File: src/sv/bpv_pkg.sv
// Shared types and constants of the bit-packing varint encoder.
`timescale 1ns / 1ps

package bpv_pkg;

	localparam int VALUE_W = 64;
	localparam int ENC_W = 80;             // longest encoded field: ten varint bytes
	localparam int PEND_W = 7;             // bits held back between items
	localparam int WORK_W = ENC_W + PEND_W;
	localparam int LEN_W = 7;              // holds lengths up to WORK_W
	localparam int NB_W = 4;               // bytes per item, at most ten
	localparam int VAR_GROUPS = 10;
	localparam int VAR_DATA_W = 7;
	localparam int NIB_GROUPS = 20;
	localparam int NIB_DATA_W = 3;
	localparam int NIB_VALUE_W = 60;       // saturation limit is 2^60 - 1
	localparam int QUEUE_DEPTH = 2;

	typedef enum logic [2:0] {
		OP_BOOL   = 3'd0,
		OP_U32    = 3'd1,
		OP_U64    = 3'd2,
		OP_VARU   = 3'd3,
		OP_ZIGZAG = 3'd4,
		OP_NIBV   = 3'd5,
		OP_FLUSH  = 3'd6
	} op_t;

	typedef enum logic {
		ST_IDLE,
		ST_EMIT
	} back_state_t;

	typedef struct packed {
		logic             flush;
		logic [ENC_W-1:0] bits;
		logic [LEN_W-1:0] len;
	} entry_t;

	typedef struct packed {
		logic full;
		logic empty;
	} fifo_stat_t;

	typedef struct packed {
		logic              busy;
		logic [2:0]        pcnt;
		logic [PEND_W-1:0] pend;
	} back_stat_t;

endpackage

File: src/sv/bit_packing_varint_encoder.sv
// Top level of the LSB-first bit packer with LEB128-style and 4-bit-group varints.
// The single byte-shifting back end sets the pace: it merges each item with the pending bits,
// then sends that item's completed bytes (up to ten) one at a time; the queue hides the front.
// Reset clears the pending bits, the queue and all valid flags at once.
`timescale 1ns / 1ps

module bit_packing_varint_encoder #(
	parameter int QUEUE_DEPTH = bpv_pkg::QUEUE_DEPTH
) (
	input  logic        clk,
	input  logic        arst_n,
	input  logic        s_axis_tvalid,
	output logic        s_axis_tready,
	input  logic [63:0] s_axis_tdata,   // [63:0] value
	input  logic [2:0]  s_axis_tuser,   // [2:0] operation
	output logic        m_axis_tvalid,
	input  logic        m_axis_tready,
	output logic [7:0]  m_axis_tdata,   // [7:0] out_byte
	output logic        m_axis_tlast    // last_of_run
);

	logic                push;
	logic                pop;
	bpv_pkg::entry_t     push_entry;
	bpv_pkg::entry_t     head_entry;
	bpv_pkg::fifo_stat_t q_stat;
	bpv_pkg::back_stat_t bk_stat;

	bpv_front u_front (
		.clk        (clk),
		.arst_n     (arst_n),
		.in_valid   (s_axis_tvalid),
		.in_ready   (s_axis_tready),
		.in_op      (s_axis_tuser),
		.in_value   (s_axis_tdata),
		.q_stat     (q_stat),
		.push       (push),
		.push_entry (push_entry)
	);

	bpv_fifo #(
		.DEPTH (QUEUE_DEPTH)
	) u_fifo (
		.clk    (clk),
		.arst_n (arst_n),
		.push   (push),
		.wdata  (push_entry),
		.pop    (pop),
		.rdata  (head_entry),
		.stat   (q_stat)
	);

	bpv_back u_back (
		.clk       (clk),
		.arst_n    (arst_n),
		.q_stat    (q_stat),
		.rd        (head_entry),
		.pop       (pop),
		.out_valid (m_axis_tvalid),
		.out_ready (m_axis_tready),
		.out_byte  (m_axis_tdata),
		.out_last  (m_axis_tlast),
		.stat      (bk_stat)
	);

	// The front end never offers an item into a full queue.
	a_no_push_when_full: assert property (@(posedge clk) disable iff (!arst_n)
		push |-> !q_stat.full)
		else $error("queue written while full");

	// Between items, bits above the pending count stay zero.
	a_pending_clean: assert property (@(posedge clk) disable iff (!arst_n)
		!bk_stat.busy |-> ((bk_stat.pend >> bk_stat.pcnt) == '0))
		else $error("stray bits above the pending count");

	// A byte taken without tlast is followed by more bytes of the same run.
	a_run_continues: assert property (@(posedge clk) disable iff (!arst_n)
		m_axis_tvalid && m_axis_tready && !m_axis_tlast |=> bk_stat.busy || m_axis_tvalid)
		else $error("run ended without a last byte");

endmodule

File: src/sv/bpv_front.sv
// Front end: accepts transactions, maps the value and builds the encoded bit string.
`timescale 1ns / 1ps

module bpv_front (
	input  logic                          clk,
	input  logic                          arst_n,
	input  logic                          in_valid,
	output logic                          in_ready,
	input  logic [2:0]                    in_op,
	input  logic [bpv_pkg::VALUE_W-1:0]   in_value,
	input  bpv_pkg::fifo_stat_t           q_stat,
	output logic                          push,
	output bpv_pkg::entry_t               push_entry
);

	logic                          keep;
	logic [bpv_pkg::VALUE_W-1:0]   load_val;
	logic                          valid_s1;
	bpv_pkg::op_t                  op_s1;
	logic [bpv_pkg::VALUE_W-1:0]   val_s1;

	logic [bpv_pkg::VAR_GROUPS*bpv_pkg::VAR_DATA_W-1:0] vx;
	logic [bpv_pkg::VAR_GROUPS-1:0]                     vcont;
	logic [bpv_pkg::NIB_GROUPS-1:0]                     ncont;
	logic [bpv_pkg::ENC_W-1:0]                          venc;
	logic [bpv_pkg::ENC_W-1:0]                          nenc;
	logic [3:0]                                         vcnt;
	logic [4:0]                                         ncnt;
	logic [bpv_pkg::LEN_W-1:0]                          vlen;
	logic [bpv_pkg::LEN_W-1:0]                          nlen;

	// Value mapping ahead of the stage register.
	always_comb begin
		load_val = '0;
		keep = 1'b1;
		case (bpv_pkg::op_t'(in_op))
			bpv_pkg::OP_BOOL:   load_val = {63'd0, |in_value};
			bpv_pkg::OP_U32:    load_val = {32'd0, in_value[31:0]};
			bpv_pkg::OP_U64:    load_val = in_value;
			bpv_pkg::OP_VARU:   load_val = in_value;
			bpv_pkg::OP_ZIGZAG: load_val = {in_value[62:0], 1'b0} ^ {64{in_value[63]}};
			bpv_pkg::OP_NIBV: begin
				if (|in_value[63:60]) begin
					load_val = {4'd0, {60{1'b1}}};
				end else begin
					load_val = in_value;
				end
			end
			bpv_pkg::OP_FLUSH:  load_val = '0;
			default:            keep = 1'b0;
		endcase
	end

	assign push = valid_s1 && !q_stat.full;
	assign in_ready = !valid_s1 || !q_stat.full;

	always_ff @(posedge clk or negedge arst_n) begin
		if (!arst_n) begin
			valid_s1 <= 1'b0;
		end else if (in_ready) begin
			valid_s1 <= in_valid && keep;
		end
	end

	always_ff @(posedge clk) begin
		if (in_ready && in_valid) begin
			op_s1 <= bpv_pkg::op_t'(in_op);
			val_s1 <= load_val;
		end
	end

	// A group carries a continuation bit when any higher value bit is set; groups
	// past the last one are all zero, so the encodings need no masking.
	always_comb begin
		vx = {6'd0, val_s1};
		vcont = '0;
		ncont = '0;
		venc = '0;
		nenc = '0;
		for (int g = 0; g < bpv_pkg::VAR_GROUPS - 1; g++) begin
			vcont[g] = |(vx >> (bpv_pkg::VAR_DATA_W * (g + 1)));
		end
		for (int g = 0; g < bpv_pkg::NIB_GROUPS - 1; g++) begin
			ncont[g] = |(val_s1[bpv_pkg::NIB_VALUE_W-1:0] >> (bpv_pkg::NIB_DATA_W * (g + 1)));
		end
		for (int g = 0; g < bpv_pkg::VAR_GROUPS; g++) begin
			venc[8*g +: 8] = {vcont[g], vx[bpv_pkg::VAR_DATA_W*g +: bpv_pkg::VAR_DATA_W]};
		end
		for (int g = 0; g < bpv_pkg::NIB_GROUPS; g++) begin
			nenc[4*g +: 4] = {ncont[g], val_s1[bpv_pkg::NIB_DATA_W*g +: bpv_pkg::NIB_DATA_W]};
		end
		vcnt = 4'($countones(vcont));
		ncnt = 5'($countones(ncont));
		vlen = {vcnt + 4'd1, 3'd0};
		nlen = {ncnt + 5'd1, 2'd0};
	end

	always_comb begin
		push_entry.flush = 1'b0;
		push_entry.bits = '0;
		push_entry.len = '0;
		case (op_s1)
			bpv_pkg::OP_BOOL: begin
				push_entry.bits = {79'd0, val_s1[0]};
				push_entry.len = 7'd1;
			end
			bpv_pkg::OP_U32: begin
				push_entry.bits = {16'd0, val_s1};
				push_entry.len = 7'd32;
			end
			bpv_pkg::OP_U64: begin
				push_entry.bits = {16'd0, val_s1};
				push_entry.len = 7'd64;
			end
			bpv_pkg::OP_VARU, bpv_pkg::OP_ZIGZAG: begin
				push_entry.bits = venc;
				push_entry.len = vlen;
			end
			bpv_pkg::OP_NIBV: begin
				push_entry.bits = nenc;
				push_entry.len = nlen;
			end
			bpv_pkg::OP_FLUSH: push_entry.flush = 1'b1;
			default: push_entry.flush = 1'b0;
		endcase
	end

endmodule

File: src/sv/bpv_fifo.sv
// Short queue of encoded fields between the front and back ends.
`timescale 1ns / 1ps

module bpv_fifo #(
	parameter int DEPTH = bpv_pkg::QUEUE_DEPTH
) (
	input  logic                clk,
	input  logic                arst_n,
	input  logic                push,
	input  bpv_pkg::entry_t     wdata,
	input  logic                pop,
	output bpv_pkg::entry_t     rdata,
	output bpv_pkg::fifo_stat_t stat
);

	localparam int AW = (DEPTH > 1) ? $clog2(DEPTH) : 1;
	localparam int CW = $clog2(DEPTH + 1);

	bpv_pkg::entry_t mem_q [DEPTH];
	logic [AW-1:0]   wptr_q;
	logic [AW-1:0]   rptr_q;
	logic [CW-1:0]   count_q;
	logic            do_push;
	logic            do_pop;

	assign stat.full = (count_q == CW'(DEPTH));
	assign stat.empty = (count_q == '0);
	assign do_push = push && !stat.full;
	assign do_pop = pop && !stat.empty;
	assign rdata = mem_q[rptr_q];

	always_ff @(posedge clk or negedge arst_n) begin
		if (!arst_n) begin
			wptr_q <= '0;
			rptr_q <= '0;
			count_q <= '0;
		end else begin
			if (do_push) begin
				wptr_q <= (wptr_q == AW'(DEPTH - 1)) ? '0 : wptr_q + 1'b1;
			end
			if (do_pop) begin
				rptr_q <= (rptr_q == AW'(DEPTH - 1)) ? '0 : rptr_q + 1'b1;
			end
			if (do_push && !do_pop) begin
				count_q <= count_q + 1'b1;
			end else if (do_pop && !do_push) begin
				count_q <= count_q - 1'b1;
			end
		end
	end

	always_ff @(posedge clk) begin
		if (do_push) begin
			mem_q[wptr_q] <= wdata;
		end
	end

endmodule

File: src/sv/bpv_back.sv
// Back end: merges fields with the pending bits and sends completed bytes.
`timescale 1ns / 1ps

module bpv_back (
	input  logic                clk,
	input  logic                arst_n,
	input  bpv_pkg::fifo_stat_t q_stat,
	input  bpv_pkg::entry_t     rd,
	output logic                pop,
	output logic                out_valid,
	input  logic                out_ready,
	output logic [7:0]          out_byte,
	output logic                out_last,
	output bpv_pkg::back_stat_t stat
);

	bpv_pkg::back_state_t          state_q;
	bpv_pkg::back_state_t          state_d;
	logic [bpv_pkg::WORK_W-1:0]    combined;
	logic [bpv_pkg::LEN_W-1:0]     total;
	logic [bpv_pkg::NB_W-1:0]      nb;
	logic [2:0]                    newcnt;
	logic                          fire;
	logic [bpv_pkg::WORK_W-1:0]    work_q;
	logic [bpv_pkg::NB_W-1:0]      left_q;
	logic [2:0]                    pcnt_q;
	logic [bpv_pkg::PEND_W-1:0]    pend_q;
	logic                          ovalid_q;
	logic [7:0]                    obyte_q;
	logic                          olast_q;

	always_comb begin
		combined = ({{bpv_pkg::PEND_W{1'b0}}, rd.bits} << pcnt_q)
			| {{bpv_pkg::ENC_W{1'b0}}, pend_q};
		total = rd.len + {4'd0, pcnt_q};
		if (rd.flush) begin
			nb = {3'd0, pcnt_q != 3'd0};
			newcnt = 3'd0;
		end else begin
			nb = total[6:3];
			newcnt = total[2:0];
		end
	end

	always_comb begin
		state_d = state_q;
		case (state_q)
			bpv_pkg::ST_IDLE: begin
				if (!q_stat.empty && nb != '0) begin
					state_d = bpv_pkg::ST_EMIT;
				end
			end
			bpv_pkg::ST_EMIT: begin
				if (fire && left_q == 4'd1) begin
					state_d = bpv_pkg::ST_IDLE;
				end
			end
			default: state_d = bpv_pkg::ST_IDLE;
		endcase
	end

	always_comb begin
		pop = 1'b0;
		fire = 1'b0;
		case (state_q)
			bpv_pkg::ST_IDLE: pop = !q_stat.empty;
			bpv_pkg::ST_EMIT: fire = !ovalid_q || out_ready;
			default: pop = 1'b0;
		endcase
	end

	always_ff @(posedge clk or negedge arst_n) begin
		if (!arst_n) begin
			state_q <= bpv_pkg::ST_IDLE;
			left_q <= '0;
			pcnt_q <= '0;
			pend_q <= '0;
			ovalid_q <= 1'b0;
		end else begin
			state_q <= state_d;
			if (pop) begin
				pcnt_q <= newcnt;
				left_q <= nb;
				// Items that finish no byte leave all their bits pending.
				if (nb == '0) begin
					pend_q <= combined[bpv_pkg::PEND_W-1:0];
				end
			end
			if (fire) begin
				left_q <= left_q - 1'b1;
				if (left_q == 4'd1) begin
					pend_q <= work_q[8 +: bpv_pkg::PEND_W];
				end
			end
			if (fire) begin
				ovalid_q <= 1'b1;
			end else if (out_ready) begin
				ovalid_q <= 1'b0;
			end
		end
	end

	always_ff @(posedge clk) begin
		if (pop) begin
			work_q <= combined;
		end else if (fire) begin
			work_q <= work_q >> 8;
		end
		if (fire) begin
			obyte_q <= work_q[7:0];
			olast_q <= (left_q == 4'd1);
		end
	end

	assign out_valid = ovalid_q;
	assign out_byte = obyte_q;
	assign out_last = olast_q;
	assign stat.busy = (state_q == bpv_pkg::ST_EMIT);
	assign stat.pcnt = pcnt_q;
	assign stat.pend = pend_q;

endmodule
File: config.mk
export PLATFORM = sky130hd
export DESIGN_NAME = bit_packing_varint_encoder
export DESIGN_NICKNAME = d
export VERILOG_FILES = /design/src/sv/bpv_pkg.sv /design/src/sv/bit_packing_varint_encoder.sv /design/src/sv/bpv_front.sv /design/src/sv/bpv_fifo.sv /design/src/sv/bpv_back.sv
export SDC_FILE = /design/constraint.sdc
export NUM_CORES = 1
export LEC_CHECK = 0
export ABC_AREA = 1
export CAP_MARGIN = 10
export CELL_PAD_IN_SITES_DETAIL_PLACEMENT = 1
export CELL_PAD_IN_SITES_GLOBAL_PLACEMENT = 1
export CORE_UTILIZATION = 50
export CTS_BUF_LIST = sky130_fd_sc_hd__clkbuf_16
export DETAILED_ROUTE_END_ITERATION = 10
export DONT_BUFFER_PORTS = 1
export PLACE_DENSITY = 0.78
export SLEW_MARGIN = 20
export SYNTH_ARGS = -nofsm -noshare
export SYNTH_HDL_FRONTEND = slang
export SYNTH_SLANG_ARGS = --single-unit
File: constraint.sdc
create_clock -name clk -period 5.7 [get_ports clk]
set_input_delay 0.855 -clock clk [delete_from_list [all_inputs] [get_ports clk]]
set_output_delay 0.855 -clock clk [all_outputs]
set_load 0.05 [all_outputs]
; ---- Yosys cells after proc, flatten, opt, wreduce, memory -nomap -nowiden
; Memory sizes are Yosys's and may differ from the RTL's.
; Cells that the tools add are included.
[op_classes]
mux = 28
n_shift = 1
n_reduce_logical = 58
addsub = 34
n_bitwise = 3
eq_ne = 14
[ops]
columns = cell, n
row1 = case mux 86 bit (5 select lines), 1
row2 = case mux 64 bit (5 select lines), 1
row3 = 2-to-1 mux 87 bit, 2
row4 = OR reduction 57 bit, 2
row5 = bitwise OR 87 x 7 -> 87 bit, 1
row6 = << shifter 80 x 3 -> 87 bit, 1
row7 = OR reduction 36 bit, 2
row8 = 2-to-1 mux 64 bit, 1
row9 = OR reduction 64 bit, 1
row10 = XOR 64 bit, 1
row11 = OR reduction 54 bit, 1
row12 = OR reduction 51 bit, 1
row13 = OR reduction 50 bit, 1
row14 = OR reduction 48 bit, 1
row15 = OR reduction 45 bit, 1
row16 = OR reduction 43 bit, 1
row17 = OR reduction 42 bit, 1
row18 = adder 5 bit, 8
row19 = OR reduction 39 bit, 1
row20 = OR reduction 33 bit, 1
row21 = OR reduction 15 bit, 2
row22 = OR reduction 30 bit, 1
row23 = OR reduction 29 bit, 1
row24 = 2-to-1 mux 7 bit, 4
row25 = other kinds (44), 100
[totals]
word_cells = 153
ff_bits = 184
mem_count = 1
inputBits = 71
ram_bits = 174
[memory_table]
columns = memory, words, width, rd, rd_clocked_by_memory_dff, write_ports, line
row1 = u_fifo.mem_q, 2, 87, 1, 0, 1, bpv_fifo.sv:19  ; bpv_pkg::entry_t mem_q [DEPTH];

; ---- Logic depth before layout (Yosys ltp)
; Gate-level depths: netlist of the first run.
[depth]
ltp_word = 8
mapped_depth = 21
depth_no_buf = 21

; ---- Cells and area by module
; A second synthesis of the first run with hierarchy kept.
[unflattened]
cells_unflattened = 2253
area_unflattened_um2 = 20195.6
[modules_own_cells]
columns = module, seq_area_each_um2, area_each_um2, instances, cells_per_inst
row1 = bpv_back, 3283.1, 6942.9, 1, 838
row2 = bpv_front, 2037.0, 6630.1, 1, 924
row3 = bpv_fifo, 5385.2, 6622.6, 1, 491

; ---- Worst setup path after synthesis of the first run
; Ideal clock, no wire load.
[synth_timing]
kind = register -> register
start = reg u_fifo.count_q[1]
end = mem u_fifo.mem_q[1][0] (netlist name), enable pin
setup_slack_ns = 0.959
t_arrival_ns = 4.209
path_buffers = 0
required_ns = 5.167
path_stages_with_launch = 4
path_cell_list = dfrtp_1 -> inv_1 -> o21ai_0 -> nor2_1
[synth_via]
elab_chain_len = 6
[synth_rtl]
columns = element, line
row1 = start: declaration, bpv_fifo.sv:22  ; logic [CW-1:0] count_q;
row2 = start signal: assignment, bpv_fifo.sv:45  ; count_q <= count_q + 1'b1;
row3 = start signal: assignment, bpv_fifo.sv:47  ; count_q <= count_q - 1'b1;
row4 = equality test 2 bit *, bpv_fifo.sv:26  ; assign stat.full = (count_q == CW'(DEPTH));
row5 = logical NOT 1 bit *, "bpv_front.sv:54, bpv_fifo.sv:28"
row6 = logical AND 1 bit, bpv_front.sv:54  ; assign push = valid_s1 && !q_stat.full;
row7 = logical AND 1 bit *, bpv_fifo.sv:28  ; assign do_push = push && !stat.full;
row8 = 2-to-1 mux 1 bit *, bpv_fifo.sv:53  ; if (do_push) begin
row9 = 2-to-1 mux 1 bit (not written as such) *, bpv_fifo.sv:54  ; mem_q[wptr_q] <= wdata;
row10 = end: declaration, bpv_fifo.sv:19
; Every way passes the cells marked *; elsewhere a longest branch is shown, timed or not.

==> results of run 1 <==
## critical path: cells and delay by family (launching register included)
family                   cells  cell delay [ps]
XOR/XNOR                     1              190
AND/OR/NAND/NOR              6             1300
AO/OA/AOI/OAI                1              170
buffers and inverters        2              120
adder cells (fa/ha/maj)      7             2920
flip-flops                   1              440
## cell type report
| cell class | count | area (sq um) | area share [%] |
|---|---|---|---|
| clock buffers | 41 | 1026 | 4.849 |
| well taps | 518 | 648.1 | 3.063 |
| repair buffers | 23 | 170.2 | 0.8042 |
| inverters | 154 | 583.1 | 2.756 |
| clock inverters | 30 | 191.4 | 0.9047 |
| diodes | 2 | 5.005 | 0.02365 |
| flip-flops and latches | 355 | 10560 | 49.90 |
| multi-input cells | 1528 | 7976 | 37.70 |
## sequential cells by signal, summed over array words and instances (netlist names), 2 cells and up
register and flops:
u_fifo.mem_q 172, u_back.work_q 86, u_front.val_s1 64, u_back.out_byte 8
u_back.pend_q 7, u_back.left_q 4, u_back.pcnt_q 3, u_front.op_s1 3
u_fifo.count_q 2
## final timing paths
path,slack [ps],from,cells past startpoint,end
max,290,u_front.val_s1[49],17,u_fifo.mem_q[1][5]
min,270,arst_n,1,u_back.pend_q[0]
max reg2reg,290,u_front.val_s1[49],17,u_fifo.mem_q[1][5]
min reg2reg,420,u_back.work_q[7],0,u_back.out_byte[7]
max in group asynchronous,5020,arst_n,1,u_fifo.rptr_q
min in group clk,400,s_axis_tuser[0],0,u_front.op_s1[0]
## cells by family after synthesis
group	synth area share [%]
buffers and inverters	5.874
xor gates and xnor gates	2.943
adders and majority gates	3.619
and+or+nand+nor	23.42
muxes	0.1529
DFF	53.74
AOI/OAI and AO/OA	10.25
## through the flow
stage	hold slack, ps	utilization [%]	setup slack (ps)	instances	instance area, sq um
floorplan	400.3	-	958.5	2165	19640
CTS	381.0	54.62	283.3	2649	21160
global placement	406.2	51.45	501.0	2577	19930
finish	268.5	54.62	290.4	2651	21160
detailed placement	410.6	51.45	301.4	2577	19930
global route	300.7	54.61	72.31	2649	21150
## synth_stat cells (3+ instances only)
| cell | instances | area [sq um] |
|---|---|---|
| sky130_fd_sc_hd__nand3_1 | 330 | 1652 |
| sky130_fd_sc_hd__mux2i_1 | 3 | 30.03 |
| sky130_fd_sc_hd__dfrtp_1 | 21 | 525.5 |
| sky130_fd_sc_hd__nand3b_1 | 3 | 22.52 |
| sky130_fd_sc_hd__a22oi_1 | 30 | 225.2 |
| sky130_fd_sc_hd__nor2_1 | 86 | 322.8 |
| sky130_fd_sc_hd__buf_2 | 56 | 280.3 |
| sky130_fd_sc_hd__inv_1 | 149 | 559.3 |
| sky130_fd_sc_hd__edfxtp_1 | 334 | 10030 |
| sky130_fd_sc_hd__ha_1 | 28 | 350.3 |
| sky130_fd_sc_hd__nor4_1 | 17 | 106.4 |
| sky130_fd_sc_hd__inv_2 | 3 | 11.26 |
| sky130_fd_sc_hd__nand2_2 | 4 | 25.02 |
| sky130_fd_sc_hd__buf_1 | 9 | 33.78 |
| sky130_fd_sc_hd__nand4_1 | 20 | 125.1 |
| sky130_fd_sc_hd__nand2_1 | 573 | 2151 |
| sky130_fd_sc_hd__nor3_1 | 14 | 70.07 |
| sky130_fd_sc_hd__o22ai_1 | 46 | 287.8 |
| sky130_fd_sc_hd__a21oi_1 | 17 | 85.08 |
| sky130_fd_sc_hd__fa_1 | 18 | 360.4 |
| sky130_fd_sc_hd__or2_2 | 5 | 31.28 |
| sky130_fd_sc_hd__clkbuf_1 | 59 | 221.5 |
| sky130_fd_sc_hd__o221ai_1 | 18 | 157.7 |
| sky130_fd_sc_hd__a31oi_1 | 3 | 18.77 |
| sky130_fd_sc_hd__xnor2_1 | 64 | 560.5 |
| sky130_fd_sc_hd__nor2_2 | 6 | 37.54 |
| sky130_fd_sc_hd__o21ai_0 | 213 | 1066 |
| sky130_fd_sc_hd__o211ai_1 | 11 | 82.58 |
## timing repair
action / CTS / global route
resized for setup: 0 / 0
hold buffers: 1 / 0
endpoints found under the hold margin: 21 / 0
setup endpoints to repair: 0 / 0
## metal layers
metal	vias up	share of wire, %	track usage (%)
li1	7422	-	-
met1	7922	45	42.32
met2	459	46	45.25
met3	76	6.5	4.149
met4	0	2.4	8.736
met5	-	0	0
## report_power, final
group          switching [mW]  internal, mW
Sequential              0.440          4.13
Combinational            3.35          1.15
Clock                    1.04          1.39
==> metrics.txt, run 1 <==
# TYPE chip_impl_metric gauge
chip_impl_metric{name="final-max-slew-violation-count",unit=""} 0
chip_impl_info{name="grt_setup_unrepaired",value="false"} 1
chip_impl_metric{name="wl",unit="mm"} 58.68
chip_impl_metric{name="via_count_of_the_first_global_routing_pass",unit=""} 15880
chip_impl_metric{name="p_per_area",unit="mW/mm^2"} 543.2
chip_impl_metric{name="placement.io_buffers",unit=""} 0
chip_impl_metric{name="drtIter0Drc",unit=""} 1481
chip_impl_metric{name="fmax",unit="GHz"} 0.1849
chip_impl_metric{name="grt_pass1_wl",unit="mm"} 90.40
chip_impl_metric{name="critical_path_maximum_fanout",unit=""} 5
chip_impl_metric{name="layout_worst_path_cycle_share",unit="%"} 94.91
chip_impl_metric{name="yosysSeqAreaShare",unit="%"} 53.74
chip_impl_info{name="worst_path_most_repeated_cell",value="sky130_fd_sc_hd__fa_1"} 1
chip_impl_metric{name="rows",unit=""} 72
chip_impl_metric{name="wire_per_inst",unit="um"} 22.14
chip_impl_metric{name="globalplace.congestion",unit=""} 0.8777
chip_impl_metric{name="h-tree-depth",unit=""} 2
chip_impl_metric{name="tightestPinTransition",unit="ps"} 1106
chip_impl_metric{name="finalSetupViolCount",unit=""} 0
chip_impl_metric{name="firstDrtPassIters",unit=""} 5
chip_impl_metric{name="pin_count_of_the_biggest_net_entering_global_routing",unit=""} 88
chip_impl_metric{name="worst_setup_hold_path_clk_slew",unit="ps"} 60
chip_impl_info{name="category_of_the_critical_setup_timing_path",value="register to register"} 1
chip_impl_metric{name="synthDistinctLibCells",unit=""} 46
chip_impl_metric{name="layout.filler_cells",unit=""} 4438
chip_impl_info{name="status",value="finished clean"} 1
chip_impl_metric{name="sum_of_negative_setup_slack",unit="ps"} 0
chip_impl_metric{name="worst_vdd_rail_ir_drop",unit="V"} 0.0002943
chip_impl_info{name="hp-class",value="input port to async pin"} 1
chip_impl_metric{name="critPathRequiredTime",unit="ps"} 5960
chip_impl_metric{name="cts-root-to-sink-buffers",unit=""} 3
chip_impl_info{name="critPathCaptureType",value="register"} 1
chip_impl_metric{name="post-cts-setup-buffer-count",unit=""} 0
chip_impl_metric{name="number_of_nets_produced_by_synthesis",unit=""} 2282
chip_impl_metric{name="finalHoldViolations",unit=""} 0
chip_impl_metric{name="slew-limit-headroom",unit="%"} 26.25
chip_impl_info{name="postSynth.topFlopCell",value="sky130_fd_sc_hd__edfxtp_1"} 1
chip_impl_metric{name="synth.ff_latch_count",unit=""} 355
chip_impl_metric{name="fp.coreArea",unit="sq mm"} 0.03874
chip_impl_metric{name="synth.cell_area",unit="sq mm"} 0.01964
chip_impl_metric{name="layout_min_cycle_time",unit="ps"} 5410
chip_impl_metric{name="io_pins",unit=""} 82
chip_impl_info{name="mostFrequentLayoutCells",value="sky130_fd_sc_hd__nand2_1, sky130_fd_sc_hd__edfxtp_1, sky130_fd_sc_hd__nand3_1, sky130_fd_sc_hd__o21ai_0, sky130_fd_sc_hd__inv_1"} 1
chip_impl_metric{name="hpwlAfterDp",unit="mm"} 41.84
chip_impl_metric{name="synthesis.instances",unit=""} 2165
chip_impl_info{name="cp-start-kind",value="register"} 1
chip_impl_info{name="cts_tree",value="done"} 1
chip_impl_metric{name="async_set_or_reset_register_ratio_after_synthesis",unit="%"} 5.915
chip_impl_metric{name="num-nets-final",unit=""} 2219
chip_impl_metric{name="fp.dieH",unit="um"} 200.2
chip_impl_metric{name="fp.dieArea",unit="sq mm"} 0.04008
chip_impl_info{name="slowest_cell_on_crit_path",value="sky130_fd_sc_hd__fa_1"} 1
chip_impl_metric{name="drt.antenna.violating_nets",unit=""} 0
chip_impl_metric{name="max_cap_violations",unit=""} 0
chip_impl_info{name="clock_tree.root_cell",value="sky130_fd_sc_hd__clkbuf_16"} 1
chip_impl_metric{name="finalPower",unit="mW"} 11.49
chip_impl_metric{name="cts-buffers-inserted",unit=""} 40
chip_impl_metric{name="gr-usage-all-layers",unit="%"} 29.11
chip_impl_metric{name="die_width",unit="um"} 200.2
chip_impl_metric{name="initial_utilization",unit="%"} 50.70
chip_impl_metric{name="area_grow_syn2layout",unit="%"} 7.734
chip_impl_metric{name="antenna_violations_before_repair",unit=""} 1
chip_impl_metric{name="synth_enable_flop_cells",unit=""} 334
chip_impl_metric{name="clkLatencyLatePin",unit="ps"} 570
chip_impl_info{name="mostFrequentLayoutCell",value="sky130_fd_sc_hd__nand2_1"} 1
chip_impl_metric{name="routed-via-count",unit=""} 15880
chip_impl_metric{name="yosys_warnings",unit=""} 0
chip_impl_info{name="crit_path_cell_trace",value="nor2_1 -> nand3_1 -> nor3_1 -> nand2_1 -> nor2_1 -> nand4_1 -> ha_1 -> inv_1 -> fa_1 -> inv_1 -> fa_1 -> fa_1 -> fa_1 -> ha_1 -> fa_1 -> xnor2_1 -> o221ai_1"} 1
chip_impl_metric{name="power.static_leakage",unit="nW"} 8.102
chip_impl_metric{name="clk_sinks",unit=""} 355
chip_impl_metric{name="worst_path_largest_cell_delay",unit="ps"} 530
chip_impl_metric{name="vias_per_cell",unit=""} 5.990
chip_impl_metric{name="post-route-drc-count",unit=""} 0
chip_impl_metric{name="fraction_of_final_layout_cells_with_drive_strength_greater_than_1",unit="%"} 5.256
chip_impl_metric{name="postSynthAreaPerCell",unit="sq um"} 9.072
chip_impl_metric{name="cp.arrival",unit="ps"} 5670
chip_impl_metric{name="global_route.overflow_total",unit=""} 0
chip_impl_metric{name="skew",unit="ps"} 23.21
No activity file was read; power rests on OpenSTA's default activity.
==> run 2: changes to the inputs <==
--- a/config.mk
+++ b/config.mk
@@ -9,11 +9,11 @@
 export CAP_MARGIN = 10
 export CELL_PAD_IN_SITES_DETAIL_PLACEMENT = 1
 export CELL_PAD_IN_SITES_GLOBAL_PLACEMENT = 1
-export CORE_UTILIZATION = 50
-export CTS_BUF_LIST = sky130_fd_sc_hd__clkbuf_16
+export CORE_UTILIZATION = 52
+export CTS_BUF_LIST = sky130_fd_sc_hd__clkbuf_4 sky130_fd_sc_hd__clkbuf_8
 export DETAILED_ROUTE_END_ITERATION = 10
 export DONT_BUFFER_PORTS = 1
-export PLACE_DENSITY = 0.78
+export PLACE_DENSITY = 0.81
 export SLEW_MARGIN = 20
 export SYNTH_ARGS = -nofsm -noshare
 export SYNTH_HDL_FRONTEND = slang
==> metrics.txt, run 2 (same netlist as run 1, synthesis figures left out) <==
# TYPE chip_impl_metric gauge
chip_impl_info{name="status",value="finished clean"} 1
chip_impl_metric{name="timing.reg2reg.worst_path_depth",unit=""} 17
chip_impl_metric{name="finalSetupViolCount",unit=""} 0
chip_impl_metric{name="cts-root-to-sink-buffers",unit=""} 3
chip_impl_info{name="mostFrequentLayoutCells",value="sky130_fd_sc_hd__nand2_1, sky130_fd_sc_hd__edfxtp_1, sky130_fd_sc_hd__nand3_1, sky130_fd_sc_hd__o21ai_0, sky130_fd_sc_hd__inv_1"} 1
chip_impl_metric{name="post-route-drc-count",unit=""} 0
chip_impl_metric{name="largest_register_ff_count",unit=""} 172
chip_impl_info{name="cp-start-kind",value="register"} 1
chip_impl_metric{name="reg2reg_slack",unit="ps"} 370
chip_impl_metric{name="global_route.overflow_total",unit=""} 0
chip_impl_metric{name="vias_per_cell",unit=""} 6.008
chip_impl_info{name="cts_tree",value="done"} 1
chip_impl_info{name="crit_path_cell_trace",value="nor2_1 -> nand3_1 -> nor3_1 -> nand2_1 -> nor2_1 -> nand4_1 -> ha_1 -> inv_1 -> fa_1 -> inv_1 -> fa_1 -> fa_1 -> fa_1 -> ha_1 -> fa_1 -> xnor2_1 -> o221ai_1"} 1
chip_impl_metric{name="fp.coreArea",unit="sq mm"} 0.03687
chip_impl_info{name="critPathCaptureType",value="register"} 1
chip_impl_metric{name="num-nets-final",unit=""} 2236
chip_impl_metric{name="clkLatencyLatePin",unit="ps"} 660
chip_impl_info{name="grt_setup_unrepaired",value="false"} 1
chip_impl_metric{name="globalplace.congestion",unit=""} 0.8849
chip_impl_metric{name="fraction_of_final_layout_cells_with_drive_strength_greater_than_1",unit="%"} 6.484
chip_impl_info{name="hp-class",value="input port to async pin"} 1
chip_impl_metric{name="hpwlAfterDp",unit="mm"} 41.92
chip_impl_info{name="crit-reg2reg-capture",value="u_fifo.mem_q[1][5]"} 1
chip_impl_metric{name="worst_setup_hold_path_clk_slew",unit="ps"} 60
chip_impl_metric{name="final_cells",unit=""} 2663
chip_impl_info{name="gr-max-usage-layer",value="met2"} 1
chip_impl_metric{name="io_pins",unit=""} 82
chip_impl_metric{name="wire_per_inst",unit="um"} 22.01
chip_impl_metric{name="layout_min_cycle_time",unit="ps"} 5331
chip_impl_metric{name="diodes",unit=""} 0
chip_impl_metric{name="sum_of_negative_setup_slack",unit="ps"} 0
chip_impl_metric{name="drt.antenna.violating_nets",unit=""} 0
chip_impl_metric{name="rows",unit=""} 70
chip_impl_metric{name="worst_path_largest_cell_delay",unit="ps"} 540
chip_impl_metric{name="critPathRequiredTime",unit="ps"} 6060
chip_impl_metric{name="slew-limit-headroom",unit="%"} 26.12
chip_impl_metric{name="routed-via-count",unit=""} 16000
chip_impl_metric{name="final-max-slew-violation-count",unit=""} 0
chip_impl_info{name="worst_path_most_repeated_cell",value="sky130_fd_sc_hd__fa_1"} 1
chip_impl_metric{name="cp.arrival",unit="ps"} 5700
chip_impl_metric{name="skew",unit="ps"} 19.09
chip_impl_metric{name="globalRouteMet3Util",unit="%"} 4.808
chip_impl_metric{name="firstDrtPassIters",unit=""} 5
chip_impl_metric{name="cell_count_post_placement",unit=""} 2561
chip_impl_metric{name="cts-buffers-inserted",unit=""} 59
chip_impl_metric{name="antenna_violations_before_repair",unit=""} 0
chip_impl_metric{name="layout_worst_path_cycle_share",unit="%"} 93.52
chip_impl_info{name="registers.top_by_ff_count",value="u_fifo.mem_q"} 1
chip_impl_metric{name="initial_utilization",unit="%"} 53.26
chip_impl_metric{name="clk_sinks",unit=""} 355
chip_impl_metric{name="drtIter0Drc",unit=""} 1217
chip_impl_metric{name="finalHoldViolations",unit=""} 0
chip_impl_metric{name="fp.dieH",unit="um"} 196.3
chip_impl_metric{name="tightestPinTransition",unit="ps"} 1108
chip_impl_metric{name="gr-usage-all-layers",unit="%"} 30.87
chip_impl_info{name="critical_path.reg2reg.startpoint",value="u_front.val_s1[49]"} 1
chip_impl_info{name="slowest_cell_on_crit_path",value="sky130_fd_sc_hd__fa_1"} 1
chip_impl_metric{name="wl",unit="mm"} 58.61
chip_impl_metric{name="fmax",unit="GHz"} 0.1876
chip_impl_metric{name="fp.dieArea",unit="sq mm"} 0.03855
chip_impl_info{name="mostFrequentLayoutCell",value="sky130_fd_sc_hd__nand2_1"} 1
chip_impl_metric{name="grt_pass1_wl",unit="mm"} 91.27
chip_impl_info{name="clock_tree.root_cell",value="sky130_fd_sc_hd__clkbuf_8"} 1
chip_impl_metric{name="power.static_leakage",unit="nW"} 8.031
chip_impl_metric{name="met2_usage",unit="%"} 49.34
chip_impl_metric{name="h-tree-depth",unit=""} 2
chip_impl_metric{name="p_per_area",unit="mW/mm^2"} 536.6
chip_impl_metric{name="max_cap_violations",unit=""} 0
chip_impl_metric{name="die_width",unit="um"} 196.3
chip_impl_metric{name="critical_path_maximum_fanout",unit=""} 5
chip_impl_metric{name="worst_vdd_rail_ir_drop",unit="V"} 0.0003147
chip_impl_metric{name="via_count_of_the_first_global_routing_pass",unit=""} 16350
chip_impl_metric{name="post-cts-setup-buffer-count",unit=""} 0
chip_impl_metric{name="grt_util_met1",unit="%"} 44.02
chip_impl_info{name="biggestRegsByFlops",value="u_fifo.mem_q (172), u_back.work_q (86), u_front.val_s1 (64)"} 1
chip_impl_metric{name="pin_count_of_the_biggest_net_entering_global_routing",unit=""} 88
chip_impl_metric{name="placement.io_buffers",unit=""} 0
chip_impl_info{name="category_of_the_critical_setup_timing_path",value="register to register"} 1
chip_impl_metric{name="area_grow_syn2layout",unit="%"} 6.995
run 2: cell types whose count changed in the layout (fill, tap and decap cells not counted), moves of 3 or more:
| cell | change |
|---|---|
| sky130_fd_sc_hd__clkinv_1 | +9 |
| sky130_fd_sc_hd__clkbuf_4 | +14 |
| sky130_fd_sc_hd__clkinv_2 | -3 |
| sky130_fd_sc_hd__clkbuf_8 | +60 |
| sky130_fd_sc_hd__clkbuf_16 | -41 |
| sky130_fd_sc_hd__inv_1 | -9 |
run 2: layout make-up:
class | instances | area [sq um]
Timing Repair Buffer | 21 | 155.1
Clock buffer | 74 | 930.9
Multi-Input combinational cell | 1528 | 7981
Sequential cell | 355 | 10560
Inverter | 154 | 583.1
Fill cell | 4268 | 15860
Tap cell | 504 | 630.6
Clock inverter | 27 | 173.9
run 2: critical path: cells and delay by family (launching register included):
family	cells	cell delay, ps
compound gates	1	170
xor+xnor	1	180
fa+ha+maj	7	2930
buf+inv	2	110
flops	1	470
simple gates	6	1200
run 2: worst max-delay path by stage:
stage                                  start            endpoint  slack [ps]  cells after the start
after floorplan            u_fifo.count_q[1]  u_fifo.mem_q[1][0]         960                      3
after global placement    u_front.val_s1[49]  u_fifo.mem_q[0][5]         520                     17
after detailed placement  u_front.val_s1[49]  u_fifo.mem_q[1][5]         360                     17
after CTS                 u_front.val_s1[49]  u_fifo.mem_q[1][5]         350                     17
after global routing      u_front.val_s1[42]  u_fifo.mem_q[1][5]          80                     19
final                     u_front.val_s1[49]  u_fifo.mem_q[1][5]         370                     17
run 2: per-stage QoR:
| stage | utilization (%) | setup WS [ps] | hold WS (ps) | total power, mW | area, sq um |
|---|---|---|---|---|---|
| 3_3_place_gp | 53.97 | 518.3 | 404.2 | 8.829 | 19900 |
| 4_1_cts | 57.00 | 349.0 | 256.5 | 11.25 | 21020 |
| 3_5_place_dp | 53.98 | 361.7 | 406.3 | 9.042 | 19900 |
| 6_report | 56.99 | 369.4 | 181.9 | 11.28 | 21010 |
| 2_1_floorplan | - | 958.5 | 400.3 | 7.589 | 19640 |
| 5_1_grt | 56.99 | 81.96 | 196.4 | 11.93 | 21010 |
run 2: layer usage:
metal	wire length [um]	up-vias
met5	0	-
met4	1007	0
met3	3607	73
met2	27420	487
met1	26570	7977
li1	-	7462
run 2: repair_timing:
item | CTS | global route
resized for setup | 0 | 0
hold buffers | 1 | 0
hold endpoints to repair | 21 | 0
run 2: power by group:
| part | leakage (nW) | total (mW) | switching (mW) | internal, mW |
|---|---|---|---|---|
| registers | 3.48 | 4.58 | 0.444 | 4.13 |
| logic | 3.98 | 4.53 | 3.38 | 1.14 |
| clock network | 0.569 | 2.17 | 1.02 | 1.15 |
| total | 8.03 | 11.3 | 4.85 | 6.43 |
==> run 3: changes to the inputs <==
--- a/config.mk
+++ b/config.mk
@@ -14,6 +14,7 @@
 export DETAILED_ROUTE_END_ITERATION = 10
 export DONT_BUFFER_PORTS = 1
 export PLACE_DENSITY = 0.81
+export RECOVER_POWER = 100
 export SLEW_MARGIN = 20
 export SYNTH_ARGS = -nofsm -noshare
 export SYNTH_HDL_FRONTEND = slang
==> metrics.txt, run 3 (same netlist as run 1, synthesis figures left out) <==
# TYPE chip_impl_metric gauge
chip_impl_info{name="status",value="finished with violations"} 1
chip_impl_info{name="failed_checks",value="capacitance limit, slew limit"} 1
chip_impl_metric{name="drt.antenna.violating_nets",unit=""} 0
chip_impl_metric{name="num-nets-final",unit=""} 2236
chip_impl_metric{name="grt_pass1_wl",unit="mm"} 91.27
chip_impl_metric{name="largest_register_ff_count",unit=""} 172
chip_impl_metric{name="cts-buffers-inserted",unit=""} 59
chip_impl_metric{name="finalPower",unit="mW"} 11.30
chip_impl_metric{name="vias_per_cell",unit=""} 5.996
chip_impl_metric{name="fp.coreArea",unit="sq mm"} 0.03687
chip_impl_metric{name="worst_setup_hold_path_clk_slew",unit="ps"} 60
chip_impl_metric{name="io_pins",unit=""} 82
chip_impl_metric{name="h-tree-depth",unit=""} 2
chip_impl_metric{name="slew-limit-headroom",unit="%"} -151.3
chip_impl_metric{name="fraction_of_final_layout_cells_with_drive_strength_greater_than_1",unit="%"} 5.836
chip_impl_metric{name="final_core_util",unit="%"} 56.81
chip_impl_metric{name="pin_count_of_the_biggest_net_entering_global_routing",unit=""} 88
chip_impl_metric{name="diodes",unit=""} 0
chip_impl_info{name="cts_tree",value="done"} 1
chip_impl_info{name="mostFrequentLayoutCell",value="sky130_fd_sc_hd__nand2_1"} 1
chip_impl_metric{name="finalHoldViolations",unit=""} 0
chip_impl_info{name="grt_setup_unrepaired",value="false"} 1
chip_impl_metric{name="critPathRequiredTime",unit="ps"} 6060
chip_impl_info{name="critPathCaptureType",value="register"} 1
chip_impl_metric{name="worst_vdd_rail_ir_drop",unit="V"} 0.0003075
chip_impl_metric{name="fmax",unit="GHz"} 0.1862
chip_impl_metric{name="final-max-slew-violation-count",unit=""} 538
chip_impl_info{name="slowest_cell_on_crit_path",value="sky130_fd_sc_hd__fa_1"} 1
chip_impl_metric{name="routed-via-count",unit=""} 15970
chip_impl_metric{name="via_count_of_the_first_global_routing_pass",unit=""} 16350
chip_impl_metric{name="final_cells",unit=""} 2663
chip_impl_metric{name="global_route.overflow_total",unit=""} 0
chip_impl_metric{name="clkLatencyLatePin",unit="ps"} 660
chip_impl_info{name="worst_path_most_repeated_cell",value="sky130_fd_sc_hd__fa_1"} 1
chip_impl_info{name="registers.top_by_ff_count",value="u_fifo.mem_q"} 1
chip_impl_metric{name="drtIter0Drc",unit=""} 1209
chip_impl_info{name="biggestRegsByFlops",value="u_fifo.mem_q (172), u_back.work_q (86), u_front.val_s1 (64)"} 1
chip_impl_metric{name="area_grow_syn2layout",unit="%"} 6.651
chip_impl_info{name="clock_tree.root_cell",value="sky130_fd_sc_hd__clkbuf_8"} 1
chip_impl_metric{name="wl",unit="mm"} 58.62
chip_impl_info{name="category_of_the_critical_setup_timing_path",value="register to register"} 1
chip_impl_metric{name="gr-usage-all-layers",unit="%"} 30.87
chip_impl_metric{name="finalSetupViolCount",unit=""} 0
chip_impl_metric{name="cts_resized",unit=""} 0
chip_impl_metric{name="firstDrtPassIters",unit=""} 6
chip_impl_metric{name="rows",unit=""} 70
chip_impl_metric{name="p_per_area",unit="mW/mm^2"} 539.6
chip_impl_metric{name="sum_of_negative_setup_slack",unit="ps"} 0
chip_impl_metric{name="worst_path_largest_cell_delay",unit="ps"} 540
chip_impl_metric{name="globalplace.congestion",unit=""} 0.8849
chip_impl_info{name="cp-start-kind",value="register"} 1
chip_impl_metric{name="critical_path_maximum_fanout",unit=""} 5
chip_impl_metric{name="cp.arrival",unit="ps"} 5730
chip_impl_metric{name="layout_worst_path_cycle_share",unit="%"} 94.21
chip_impl_metric{name="die_width",unit="um"} 196.3
chip_impl_metric{name="tightestPinTransition",unit="ps"} 3769
chip_impl_metric{name="cts-root-to-sink-buffers",unit=""} 3
chip_impl_metric{name="layout_min_cycle_time",unit="ps"} 5370
chip_impl_metric{name="skew",unit="ps"} 21.40
chip_impl_metric{name="wire_per_inst",unit="um"} 22.01
chip_impl_metric{name="clk_sinks",unit=""} 355
chip_impl_info{name="mostFrequentLayoutCells",value="sky130_fd_sc_hd__nand2_1, sky130_fd_sc_hd__edfxtp_1, sky130_fd_sc_hd__nand3_1, sky130_fd_sc_hd__o21ai_0, sky130_fd_sc_hd__inv_1"} 1
chip_impl_metric{name="power.static_leakage",unit="nW"} 8.001
chip_impl_metric{name="fp.dieH",unit="um"} 196.3
chip_impl_metric{name="antenna_violations_before_repair",unit=""} 0
chip_impl_info{name="hp-class",value="input port to register"} 1
chip_impl_metric{name="post-route-drc-count",unit=""} 0
chip_impl_metric{name="placement.io_buffers",unit=""} 0
chip_impl_metric{name="fp.dieArea",unit="sq mm"} 0.03855
chip_impl_metric{name="initial_utilization",unit="%"} 53.26
chip_impl_metric{name="max_cap_violations",unit=""} 10
chip_impl_metric{name="hpwlAfterDp",unit="mm"} 41.92
chip_impl_info{name="crit_path_cell_trace",value="nor2_1 -> nand3_1 -> nor3_1 -> nand2_1 -> nor2_1 -> nand4_1 -> ha_1 -> inv_1 -> fa_1 -> inv_1 -> fa_1 -> fa_1 -> fa_1 -> ha_1 -> fa_1 -> xnor2_1 -> o221ai_1"} 1
chip_impl_metric{name="cell_count_post_placement",unit=""} 2561
[run 3: worst paths after layout]
path / depth (start not counted) / start / slack (ps) / to
min reg2reg: 0 / u_back.work_q[0] / 420 / u_back.out_byte[0]
max: 17 / u_front.val_s1[49] / 330 / u_fifo.mem_q[1][5]
min in group asynchronous: 1 / arst_n / 480 / u_back.pend_q[4]
max in group asynchronous: 1 / arst_n / 4350 / u_back.pcnt_q[0]
max reg2reg: 17 / u_front.val_s1[49] / 330 / u_fifo.mem_q[1][5]
min: 0 / s_axis_tuser[0] / 300 / u_front.op_s1[0]
[run 3: layout make-up]
type | count | area (sq um)
Timing Repair Buffer | 21 | 125.1
Sequential cell | 355 | 10560
Clock inverter | 27 | 173.9
Fill cell | 4273 | 15930
Clock buffer | 74 | 930.9
Multi-Input combinational cell | 1528 | 7945
Inverter | 154 | 583.1
Tap cell | 504 | 630.6
[run 3: stage by stage]
stage                     setup WS, ps  area, sq um  hold WS, ps
after global routing             81.95        20950        278.8
after CTS                        349.0        21020        256.5
after detailed placement         361.7        19900        406.3
final                            329.8        20950        304.5
after floorplan                  958.5        19640        400.3
after global placement           518.3        19900        404.2
[run 3: worst max-delay path, delay by kind of cell (launching register included)]
kind / cells / cell delay, ps
AOI/OAI and AO/OA: 1 / 180
xor gates and xnor gates: 1 / 190
adders and majority gates: 7 / 2930
buffers and inverters: 2 / 110
DFF: 1 / 470
and+or+nand+nor: 6 / 1200
[run 3: metal layers]
layer	wire length [um]	vias up	part of all wire, %	GRT usage (%)
met2	27500	508	47	49.34
li1	-	7464	-	-
met4	1000	0	1.7	7.986
met5	0	-	0	0
met3	3580	73	6.1	4.808
met1	26540	7922	45	44.02
[run 3: what timing repair did]
action                    4_1_cts  5_1_grt
hold endpoints to repair       21        0
buffers inserted                0        0
hold buffers                    1        0
[run 3: power breakdown]
| group | internal (mW) | total (mW) | switching, mW |
|---|---|---|---|
| clock | 1.15 | 2.17 | 1.02 |
| combinational | 1.15 | 4.53 | 3.38 |
| sequential | 4.16 | 4.60 | 0.439 |
